==> src/sv/f2t_pkg.sv <==
// ----------------------------------------------------------------------------
// f2t_pkg
// Types, character codes and digit tables for the float-to-text converter.
// ----------------------------------------------------------------------------
`default_nettype none

package f2t_pkg;

	localparam int unsigned FLOAT_W  = 32;
	localparam int unsigned CHAR_W   = 8;
	localparam int unsigned INT_W    = 16;
	localparam int unsigned BCD_DIGS = 5;
	localparam int unsigned BCD_W    = 4 * BCD_DIGS;
	localparam int unsigned TXT_MAX  = 7;

	localparam logic [7:0] EXP_BIAS = 8'd127;
	localparam logic signed [7:0] EXP_MAX = 8'sd18;
	localparam logic signed [7:0] EXP_MIN = -8'sd3;
	localparam logic [4:0] FRAC_SHIFT_BASE = 5'd20;
	localparam logic [23:0] HIDDEN_BIT = 24'h800000;

	localparam logic [CHAR_W-1:0] CH_ZERO  = 8'h30;
	localparam logic [CHAR_W-1:0] CH_MINUS = 8'h2d;
	localparam logic [CHAR_W-1:0] CH_POINT = 8'h2e;

	localparam logic [23:0] INF_TXT = "Inf";

	typedef enum logic [1:0] {
		ST_IDLE,
		ST_CONV,
		ST_EMIT
	} f2t_state_t;

	typedef enum logic [1:0] {
		MODE_NUM,
		MODE_INF,
		MODE_ZERO
	} txt_mode_t;

	function automatic logic [CHAR_W-1:0] pick3(input logic [23:0] s, input logic [1:0] idx);
		logic [CHAR_W-1:0] c;
		c = s[23:16];
		unique case (idx)
			2'd0: c = s[23:16];
			2'd1: c = s[15:8];
			2'd2: c = s[7:0];
			default: c = s[7:0];
		endcase
		return c;
	endfunction

	// eighths as three decimal places
	function automatic logic [CHAR_W-1:0] frac_char(input logic [2:0] sel, input logic [1:0] idx);
		logic [23:0] s;
		s = "000";
		unique case (sel)
			3'd0: s = "000";
			3'd1: s = "125";
			3'd2: s = "250";
			3'd3: s = "375";
			3'd4: s = "500";
			3'd5: s = "625";
			3'd6: s = "750";
			3'd7: s = "875";
			default: s = "000";
		endcase
		return pick3(s, idx);
	endfunction

endpackage

`default_nettype wire

==> src/sv/float_to_decimal_text.sv <==
// "Inf" and "0" go from accept straight to the emit state; a number first runs the conversion loop.
// A new value is taken only when idle, after the previous text's last word; texts are 1..7 words long.
// The conversion loop is 16 steps of shift-add-3 binary-to-BCD on one shared digit-correct unit.
// busy stays high from accept until the last word is registered out.
// The receiver cannot stall: each word is shown for exactly one cycle with text_valid.
// Reset (arst_n low, asynchronous) returns to idle with no word pending.
// ----------------------------------------------------------------------------
// float_to_decimal_text
// Converts IEEE single bits to decimal text at eighth resolution, one
// ASCII word per strobe, last word flagged.
// ----------------------------------------------------------------------------
`default_nettype none

module float_to_decimal_text (
	input  wire logic                          clk,
	input  wire logic                          arst_n,
	input  wire logic                          start,
	output logic                               busy,
	input  wire logic [f2t_pkg::FLOAT_W-1:0]   float_bits,
	output logic                               text_valid,
	output logic [f2t_pkg::CHAR_W-1:0]         text_char,
	output logic                               last_char
);
	import f2t_pkg::*;

	f2t_state_t state_q, state_d;
	txt_mode_t  mode_q, mode_in;

	logic              neg_q;
	logic [2:0]        fsel_q;
	logic [INT_W-1:0]  bin_q;
	logic [BCD_W-1:0]  bcd_q, bcd_adj;
	logic [3:0]        step_q;
	logic [2:0]        cnt_q;

	logic [7:0]        e_unb;
	logic [4:0]        fshift;
	logic [23:0]       mant;
	logic [23:0]       mant_sh;

	logic [2:0]        nd, base, len, len_m1, p, dig_idx;
	logic [1:0]        frac_idx;
	logic [3:0]        nib;
	logic              has_pt;
	logic [CHAR_W-1:0] ch_sel, ch_d;
	logic              last_d, emit, step_en, accept;

	// decode and align on accept
	assign e_unb   = float_bits[30:23] - EXP_BIAS;
	assign fshift  = FRAC_SHIFT_BASE - e_unb[4:0];
	assign mant    = {1'b0, float_bits[22:0]} | HIDDEN_BIT;
	assign mant_sh = mant >> fshift;

	always_comb begin
		if ($signed(e_unb) > EXP_MAX) begin
			mode_in = MODE_INF;
		end else if ($signed(e_unb) < EXP_MIN) begin
			mode_in = MODE_ZERO;
		end else begin
			mode_in = MODE_NUM;
		end
	end

	// shared add-3 digit correction
	always_comb begin
		bcd_adj = bcd_q;
		for (int i = 0; i < BCD_DIGS; i++) begin
			if (bcd_q[4*i +: 4] >= 4'd5) begin
				bcd_adj[4*i +: 4] = bcd_q[4*i +: 4] + 4'd3;
			end
		end
	end

	// text layout
	always_comb begin
		if (bcd_q[19:16] != 4'd0) begin
			nd = 3'd5;
		end else if (bcd_q[15:12] != 4'd0) begin
			nd = 3'd4;
		end else if (bcd_q[11:8] != 4'd0) begin
			nd = 3'd3;
		end else if (bcd_q[7:4] != 4'd0) begin
			nd = 3'd2;
		end else begin
			nd = 3'd1;
		end
		base   = nd + {2'd0, neg_q};
		has_pt = (base <= 3'd5);
		if (!has_pt) begin
			len = base;
		end else if (base >= 3'd3) begin
			len = 3'd7;
		end else begin
			len = base + 3'd4;
		end
		unique case (mode_q)
			MODE_INF:  len_m1 = 3'd2;
			MODE_ZERO: len_m1 = 3'd0;
			default:   len_m1 = len - 3'd1;
		endcase
		p        = cnt_q - {2'd0, neg_q};
		dig_idx  = nd - 3'd1 - p;
		frac_idx = 2'(p - nd - 3'd1);
		unique case (dig_idx)
			3'd0: nib = bcd_q[3:0];
			3'd1: nib = bcd_q[7:4];
			3'd2: nib = bcd_q[11:8];
			3'd3: nib = bcd_q[15:12];
			3'd4: nib = bcd_q[19:16];
			default: nib = 4'd0;
		endcase
		priority if (mode_q == MODE_INF) begin
			ch_sel = pick3(INF_TXT, cnt_q[1:0]);
		end else if (mode_q == MODE_ZERO) begin
			ch_sel = CH_ZERO;
		end else if (neg_q && cnt_q == 3'd0) begin
			ch_sel = CH_MINUS;
		end else if (p < nd) begin
			ch_sel = CH_ZERO + {4'd0, nib};
		end else if (p == nd) begin
			ch_sel = CH_POINT;
		end else begin
			ch_sel = frac_char(fsel_q, frac_idx);
		end
	end

	// sequencer
	always_comb begin
		state_d = state_q;
		step_en = 1'b0;
		emit    = 1'b0;
		accept  = 1'b0;
		ch_d    = ch_sel;
		last_d  = 1'b0;
		unique case (state_q)
			ST_IDLE: begin
				if (start) begin
					accept  = 1'b1;
					state_d = (mode_in == MODE_NUM) ? ST_CONV : ST_EMIT;
				end
			end
			ST_CONV: begin
				step_en = 1'b1;
				if (step_q == 4'd15) begin
					state_d = ST_EMIT;
				end
			end
			ST_EMIT: begin
				emit   = 1'b1;
				last_d = (cnt_q == len_m1);
				if (last_d) begin
					state_d = ST_IDLE;
				end
			end
			default: state_d = ST_IDLE;
		endcase
	end

	always_ff @(posedge clk or negedge arst_n) begin
		if (!arst_n) begin
			state_q    <= ST_IDLE;
			text_valid <= 1'b0;
			step_q     <= 4'd0;
			cnt_q      <= 3'd0;
		end else begin
			state_q    <= state_d;
			text_valid <= emit;
			if (accept) begin
				step_q <= 4'd0;
				cnt_q  <= 3'd0;
			end else begin
				if (step_en) begin
					step_q <= step_q + 4'd1;
				end
				if (emit) begin
					cnt_q <= cnt_q + 3'd1;
				end
			end
		end
	end

	always_ff @(posedge clk) begin
		if (accept) begin
			mode_q <= mode_in;
			neg_q  <= float_bits[31];
			fsel_q <= mant_sh[2:0];
			bin_q  <= mant_sh[18:3];
			bcd_q  <= '0;
		end else if (step_en) begin
			{bcd_q, bin_q} <= {bcd_adj[BCD_W-2:0], bin_q, 1'b0};
		end
		if (emit) begin
			text_char <= ch_d;
			last_char <= last_d;
		end
	end

	assign busy = (state_q != ST_IDLE);

`ifndef SYNTH
	a_accept_busy: assert property (@(posedge clk) disable iff (!arst_n)
		start && !busy |=> busy) else $error("busy not raised after accept");
	a_valid_in_run: assert property (@(posedge clk) disable iff (!arst_n)
		text_valid |-> $past(busy)) else $error("word outside a conversion");
	a_words_contig: assert property (@(posedge clk) disable iff (!arst_n)
		text_valid && !last_char |=> text_valid) else $error("gap inside text");
	a_last_ends: assert property (@(posedge clk) disable iff (!arst_n)
		text_valid && last_char |=> !text_valid) else $error("word after last");
`endif

endmodule

`default_nettype wire

==> config.mk <==
export PLATFORM = sky130hd
export DESIGN_NAME = float_to_decimal_text
export DESIGN_NICKNAME = d
export VERILOG_FILES = /design/src/sv/f2t_pkg.sv /design/src/sv/float_to_decimal_text.sv
export SDC_FILE = /design/constraint.sdc
export NUM_CORES = 1
export LEC_CHECK = 0
export BUFFER_PORTS_ARGS = -buffer_cell sky130_fd_sc_hd__buf_4
export CAP_MARGIN = 10
export CORE_AREA = 2 2 120 93
export CTS_BUF_LIST = sky130_fd_sc_hd__clkbuf_16
export CTS_CLUSTER_DIAMETER = 50
export CTS_CLUSTER_SIZE = 28
export DETAILED_ROUTE_END_ITERATION = 6
export DIE_AREA = 0 0 122 95
export HOLD_SLACK_MARGIN = 0.03
export PLACE_DENSITY = 0.69
export SYNTH_ARGS = -nofsm -noshare
export SYNTH_HDL_FRONTEND = slang
export SYNTH_SLANG_ARGS = --single-unit
==> constraint.sdc <==
create_clock -name clk -period 4.55 [get_ports clk]
set_input_delay 0.91 -clock clk [delete_from_list [all_inputs] [get_ports clk]]
set_output_delay 0.91 -clock clk [all_outputs]
set_load 0.01 [all_outputs]
# Word level (Yosys, flattened, before mapping)

Memory sizes are Yosys's and may differ from the RTL's. A register that Yosys moved wholly into a read port is not among the register bits.
Index checks and enable logic that the tools add are counted.

Muxes and demuxes: 38
Shift-type cells: 1
Magnitude comparators: 10
Eq/ne operators: 16
Reductions and logical operators: 15
Add/subtract/negate cells: 18

Operators by type and width:

| kind                | count |
|---|---|
| $mux 8              | 5 |
| $mux 16             | 2 |
| $mux 3              | 8 |
| $mux 4              | 6 |
| $shr 24x5->19       | 1 |
| $ge 4x3->1 const B  | 5 |
| $pmux 4 s5          | 1 |
| $add 4x2->4 const B | 4 |
| $mux 2              | 8 |
| $pmux 8 s2          | 1 |
| $reduce_bool 4->1   | 4 |
| $pmux 6 s2          | 1 |
| $eq 2x1->1 const B  | 4 |
| $gt 8x6->1 const B  | 1 |
| $logic_not 2->1     | 4 |
| $lt 8x3->1 const B  | 1 |
| $sub 8x7->8 const B | 1 |
| $add 6x4->7 const A | 1 |
| $eq 3x2->1 const B  | 2 |
| $eq 3x3->1          | 2 |
| $logic_not 3->1     | 2 |
| $ne 2x2->1 const B  | 3 |
| $pmux 2 s3          | 1 |
| $pmux 3 s2          | 1 |
| 22 further kinds    | 29 |

Register bits after elaboration: 61
Output and inout port bits: 11
Memories: 1
Bits in read-only memories: 72
Input bits: 35
Word-level logic and storage cells: 110

Memories:

| name            | words | bits a word | rd ports | clocked after Yosys merged registers in | write ports | line          | source |
|---|---|---|---|---|---|---|---|
| (no name shown) | 8     | 9           | 1        | 1                                       | 0           | f2t_pkg.sv:56 | `unique case (sel)` |

# Logic depth before layout (Yosys ltp)

Word-level depth: 14
Mapped depth: 18

# Worst setup path after synthesis

Ideal clock, no wire load.

Path type: reg2reg
From: register bcd_q[16]
To: register text_char[0] in the netlist's numbering, data pin
Setup time: 0.268 ns
Data arrival time: 3.034 ns
Period minus slack after synthesis: 3.302 ns
Stages on the path, launching flop included: 15
Slack: 1.248 ns
Buffers on the path: 1
Path through: dfxtp_1 -> inv_1 -> ha_1 -> or3b_1 -> a21o_1 -> ha_1 -> fa_1 -> xnor2_1 -> clkbuf_1 -> mux2i_1 -> nor2_1 -> a31oi_1 -> o21ai_0 -> a211oi_1 -> o31ai_1

Cells in the longest elaborated chain, start to end: 11
Elaborated cells between the ends (all ways): 23
Classes of those cells: add/sub: 5; order compare: 1; eq/ne: 6; mux: 8; reduce/logical: 3

RTL lines:

| item                                              | line                                                       | source |
|---|---|---|
| start: declaration                                | float_to_decimal_text.sv:32                                | `logic [BCD_W-1:0] bcd_q, bcd_adj;` |
| start signal: assignment                          | float_to_decimal_text.sv:190                               | `{bcd_q, bin_q} <= {bcd_adj[BCD_W-2:0], bin_q, 1'b0};` |
| $reduce_bool 4->1                                 | float_to_decimal_text.sv:76                                | `if (bcd_q[19:16] != 4'd0) begin` |
| $mux 3                                            | float_to_decimal_text.sv:76                                |  |
| $sub 3x1->3 / $sub 2x2->2 (equally long branches) | float_to_decimal_text.sv:102, float_to_decimal_text.sv:103 |  |
| $sub 3x3->3 / $sub 2x1->2 (equally long branches) | float_to_decimal_text.sv:102, float_to_decimal_text.sv:103 |  |
| $eq 3x3->1, or another cell as far along          | float_to_decimal_text.sv:104                               | `unique case (dig_idx)` |
| $pmux 4 s5 / $pmux 8 s2 (equally long branches)   | float_to_decimal_text.sv:104, f2t_pkg.sv:43                |  |
| $add 6x4->7 / $mux 8 (equally long branches)      | float_to_decimal_text.sv:119, float_to_decimal_text.sv:120 |  |
| $mux 8 (*)                                        | float_to_decimal_text.sv:118                               | `end else if (p < nd) begin` |
| $mux 8 (*)                                        | float_to_decimal_text.sv:116                               | `end else if (neg_q && cnt_q == 3'd0) begin` |
| $mux 8 (*)                                        | float_to_decimal_text.sv:114                               | `end else if (mode_q == MODE_ZERO) begin` |
| $mux 8 (*)                                        | float_to_decimal_text.sv:112                               | `priority if (mode_q == MODE_INF) begin` |
| via ch_d[0]                                       | float_to_decimal_text.sv:45                                | `logic [CHAR_W-1:0] ch_sel, ch_d;` |
| end signal: assignment                            | float_to_decimal_text.sv:193                               | `text_char <= ch_d;` |
| end: declaration                                  | float_to_decimal_text.sv:21                                | `output logic [f2t_pkg::CHAR_W-1:0] text_char,` |

Mark *: on every way through the listed nets, which the timed path passes. The rest lies on a longest branch.
A chain may end at the register's enable or synchronous reset.

# Worst setup path in the final report

From: register bcd_q[16]
To: register text_char[2] in the netlist's numbering, data pin

Same word-level chain as after synthesis.

==> flow_summary.json <==
{
  "status": "completed",
  "worst_path_most_repeated_cell": "ha_1",
  "post_cts_buffers": 0,
  "clock_path_buffers": 2,
  "yosys-mux-area-fraction_pct": 11.9,
  "maxCapViolCount": 0,
  "p_leak_nw": 2.37,
  "cts_tree": "yes",
  "tightest_slew_ns": 1.21,
  "hold_class": "in2async",
  "drc_errors": 0,
  "dp.cells": 728,
  "final_antenna_net_count": 0,
  "final_cells": 744,
  "finalSetupViolations": 0,
  "cts_root_buffer": "clkbuf_16",
  "first_iter_violations": 451,
  "wirelength_um": 12700,
  "syn_avg_cell_area_um2": 8.95,
  "vias": 4482,
  "clock-sinks": 66,
  "initial_core_util_pct": 48.5,
  "max_clock_freq_ghz": 0.266,
  "die_x_um": 122,
  "rsz0062_at_grt": "no",
  "synth_cell_types": 73,
  "arrival_ns": 3.83,
  "yosysSeqAreaShare_pct": 32.7,
  "synth_adder_area_share_pct": 8.23,
  "synth-async-reset-ratio_pct": 15.2,
  "synth_area_um2": 5110,
  "grt_use_total_pct": 22.7,
  "clk_latency_ns": 0.33,
  "post-route-util_pct": 55.1,
  "post_dp_cell_area_um2": 5500,
  "timing.final.crit_period_ns": 3.76,
  "gp_congestion": 0.932,
  "endpoint_kind": "flop",
  "yosysWarnings": 0,
  "numPortBuffers": 44,
  "synth_enable_flop_cells": 30,
  "final-hold-violation-count": 0,
  "htreeDepth": 3,
  "ir_drop_mv": 0.218,
  "clock_skew_ns": 0.00544,
  "required_ns": 4.62,
  "antenna_found_initial": 0,
  "gr-total-overflow": 0,
  "worstPathMaxFanout": 13,
  "grt_start_max_net_pins": 43,
  "syn-num-nets": 639,
  "core_region_area_um2": 10500,
  "ys_ff_latch": 66,
  "ios": 46,
  "wl_per_cell_um": 17.0,
  "synth_xor_area_share_pct": 2.91,
  "area_delta_synth_final_pct": 13.6,
  "viasPerCell": 6.02,
  "dr.pass1.iters": 5,
  "design_area_um2": 5810,
  "max_stage_delay_ns": 0.82,
  "cts_resized": 0,
  "synth_top_family_by_area": "compound AO/OA/AOI/OAI gates",
  "crit_type": "reg2reg",
  "grt_pass1_wl_um": 20400,
  "postSynthCellCount": 571,
  "critical-path-slowest-cell": "fa_1",
  "pwr_density_cell_nw_per_um2": 490,
  "synthSimpleGateAreaFrac_pct": 16.5,
  "start_kind": "flop",
  "hpwl_um": 9540,
  "final_nets": 667,
  "cts_hold_buf": 0,
  "finalCritPeriodShare_pct": 82.7,
  "rows": 33,
  "die_h_um": 95,
  "timing.slew.headroom_pct": 19.4,
  "die_area_um2": 11600,
  "grt_pass1_vias": 4024,
  "ys.flop_type": "edfxtp_1",
  "setup-tns-final_ns": 0,
  "final-max-slew-violation-count": 0,
  "crit_chain": "inv_1 > ha_1 > or3b_1 > a21o_1 > ha_1 > fa_1 > mux2_2 > nand3_1 > o21ai_0 > a221oi_1 > o31ai_1",
  "drive_above_1_share_pct": 15.6,
  "synth_compound_area_share_pct": 22.2,
  "diodes": 0,
  "cts.clk_slew.worst_paths_ns": 0.05,
  "cts_buffers": 9
}
[worst paths after layout]
check                               start            to  slack [ns]  cells after the start
worst max register to register  bcd_q[16]  text_char[2]        0.79                     11
worst min-delay path               arst_n    state_q[0]        0.40                      1
max in group asynchronous          arst_n     step_q[1]        4.00                      1
worst max-delay path            bcd_q[16]  text_char[2]        0.79                     11
min in group clk                bin_q[15]      bcd_q[0]        0.48                      2
worst min register to register  bin_q[15]      bcd_q[0]        0.48                      2
[layout by cell type, fill, tap and decap left out, types with 10 or more instances in the layout]
| cell | count |
|---|---|
| nand3_1 | 28 |
| edfxtp_1 | 30 |
| nor2_1 | 40 |
| a21oi_1 | 33 |
| ha_1 | 32 |
| a22o_1 | 10 |
| buf_4 | 50 |
| dfxtp_1 | 26 |
| mux4_2 | 14 |
| nand2_1 | 63 |
| inv_1 | 27 |
| dfrtp_1 | 10 |
| nand2b_1 | 10 |
| mux2i_1 | 28 |
| xnor2_1 | 10 |
| o21ai_0 | 49 |
[synth_stat cells, types with 7 or more instances]
master | instances | area (um^2)
a21oi_1 | 33 | 165
a22o_1 | 10 | 87.6
a22oi_1 | 9 | 67.6
clkbuf_1 | 20 | 75.1
dfrtp_1 | 10 | 250
dfxtp_1 | 26 | 521
edfxtp_1 | 30 | 901
ha_1 | 32 | 400
inv_1 | 26 | 97.6
mux2i_1 | 28 | 280
mux4_2 | 14 | 315
nand2_1 | 63 | 236
nand2b_1 | 10 | 62.6
nand3_1 | 28 | 140
nor2_1 | 40 | 150
nor2b_1 | 7 | 43.8
o21ai_0 | 49 | 245
xnor2_1 | 10 | 87.6
xor2_1 | 7 | 61.3
[critical path: cells and delay by family (launching register included)]
family / cells / cell delay (ns)
AND/OR/NAND/NOR: 2 / 0.51
buffers and inverters: 1 / 0.09
adder cells (fa/ha/maj): 3 / 1.26
AO/OA/AOI/OAI: 4 / 0.89
flip-flops: 1 / 0.34
multiplexers: 1 / 0.41
[registers in the layout, indices dropped and copies added, names as in the netlist, 2 cells and up, named ones only]
name / flops
bin_q: 16
bcd_q: 20
state_q: 2
step_q: 4
text_char: 7
fsel_q: 3
mode_q: 2
cnt_q: 3
[metal layers]
layer,part of all wire [%],up-vias,GRT usage (%)
li1,-,2167,-
met2,44,157,32.6
met5,0,-,0
met1,48,2145,34.1
met4,1.0,0,6.42
met3,7.3,13,5.01
[cells by family (layout without fill, tap and decap cells)]
family,count (synthesis),in the layout
adders and majority gates,33,33
AOI/OAI and AO/OA,170,170
buffers and inverters,63,96
other,1,1
xor gates and xnor gates,17,17
and+or+nand+nor,178,178
muxes,43,43
DFF,66,66
[power breakdown]
| part | internal, mW | leakage (nW) | total (mW) | switching, mW |
|---|---|---|---|---|
| clock | 0.473 | 0.154 | 0.716 | 0.243 |
| combinational | 0.488 | 1.59 | 1.24 | 0.753 |
| sequential | 0.814 | 0.626 | 0.886 | 0.0724 |
[metrics by stage]
step	total power, mW	setup slack, ns	hold slack (ns)
global placement	2.09	0.773	0.432
detailed placement	2.12	0.708	0.476
finish	2.84	0.785	0.399
floorplan	1.76	1.25	0.418
global route	3.04	0.544	0.392
CTS	2.84	0.787	0.395
[layout make-up]
cell class | instances | area, um^2
multi-input combinational | 442 | 3160
timing repair buffer | 50 | 375
sequential | 66 | 1670
fill | 938 | 4720
tap | 140 | 175
inverter | 30 | 113
clock buffer | 9 | 225
clock inverter | 7 | 85.1
Note: power is estimated with default switching activity, not from simulation.
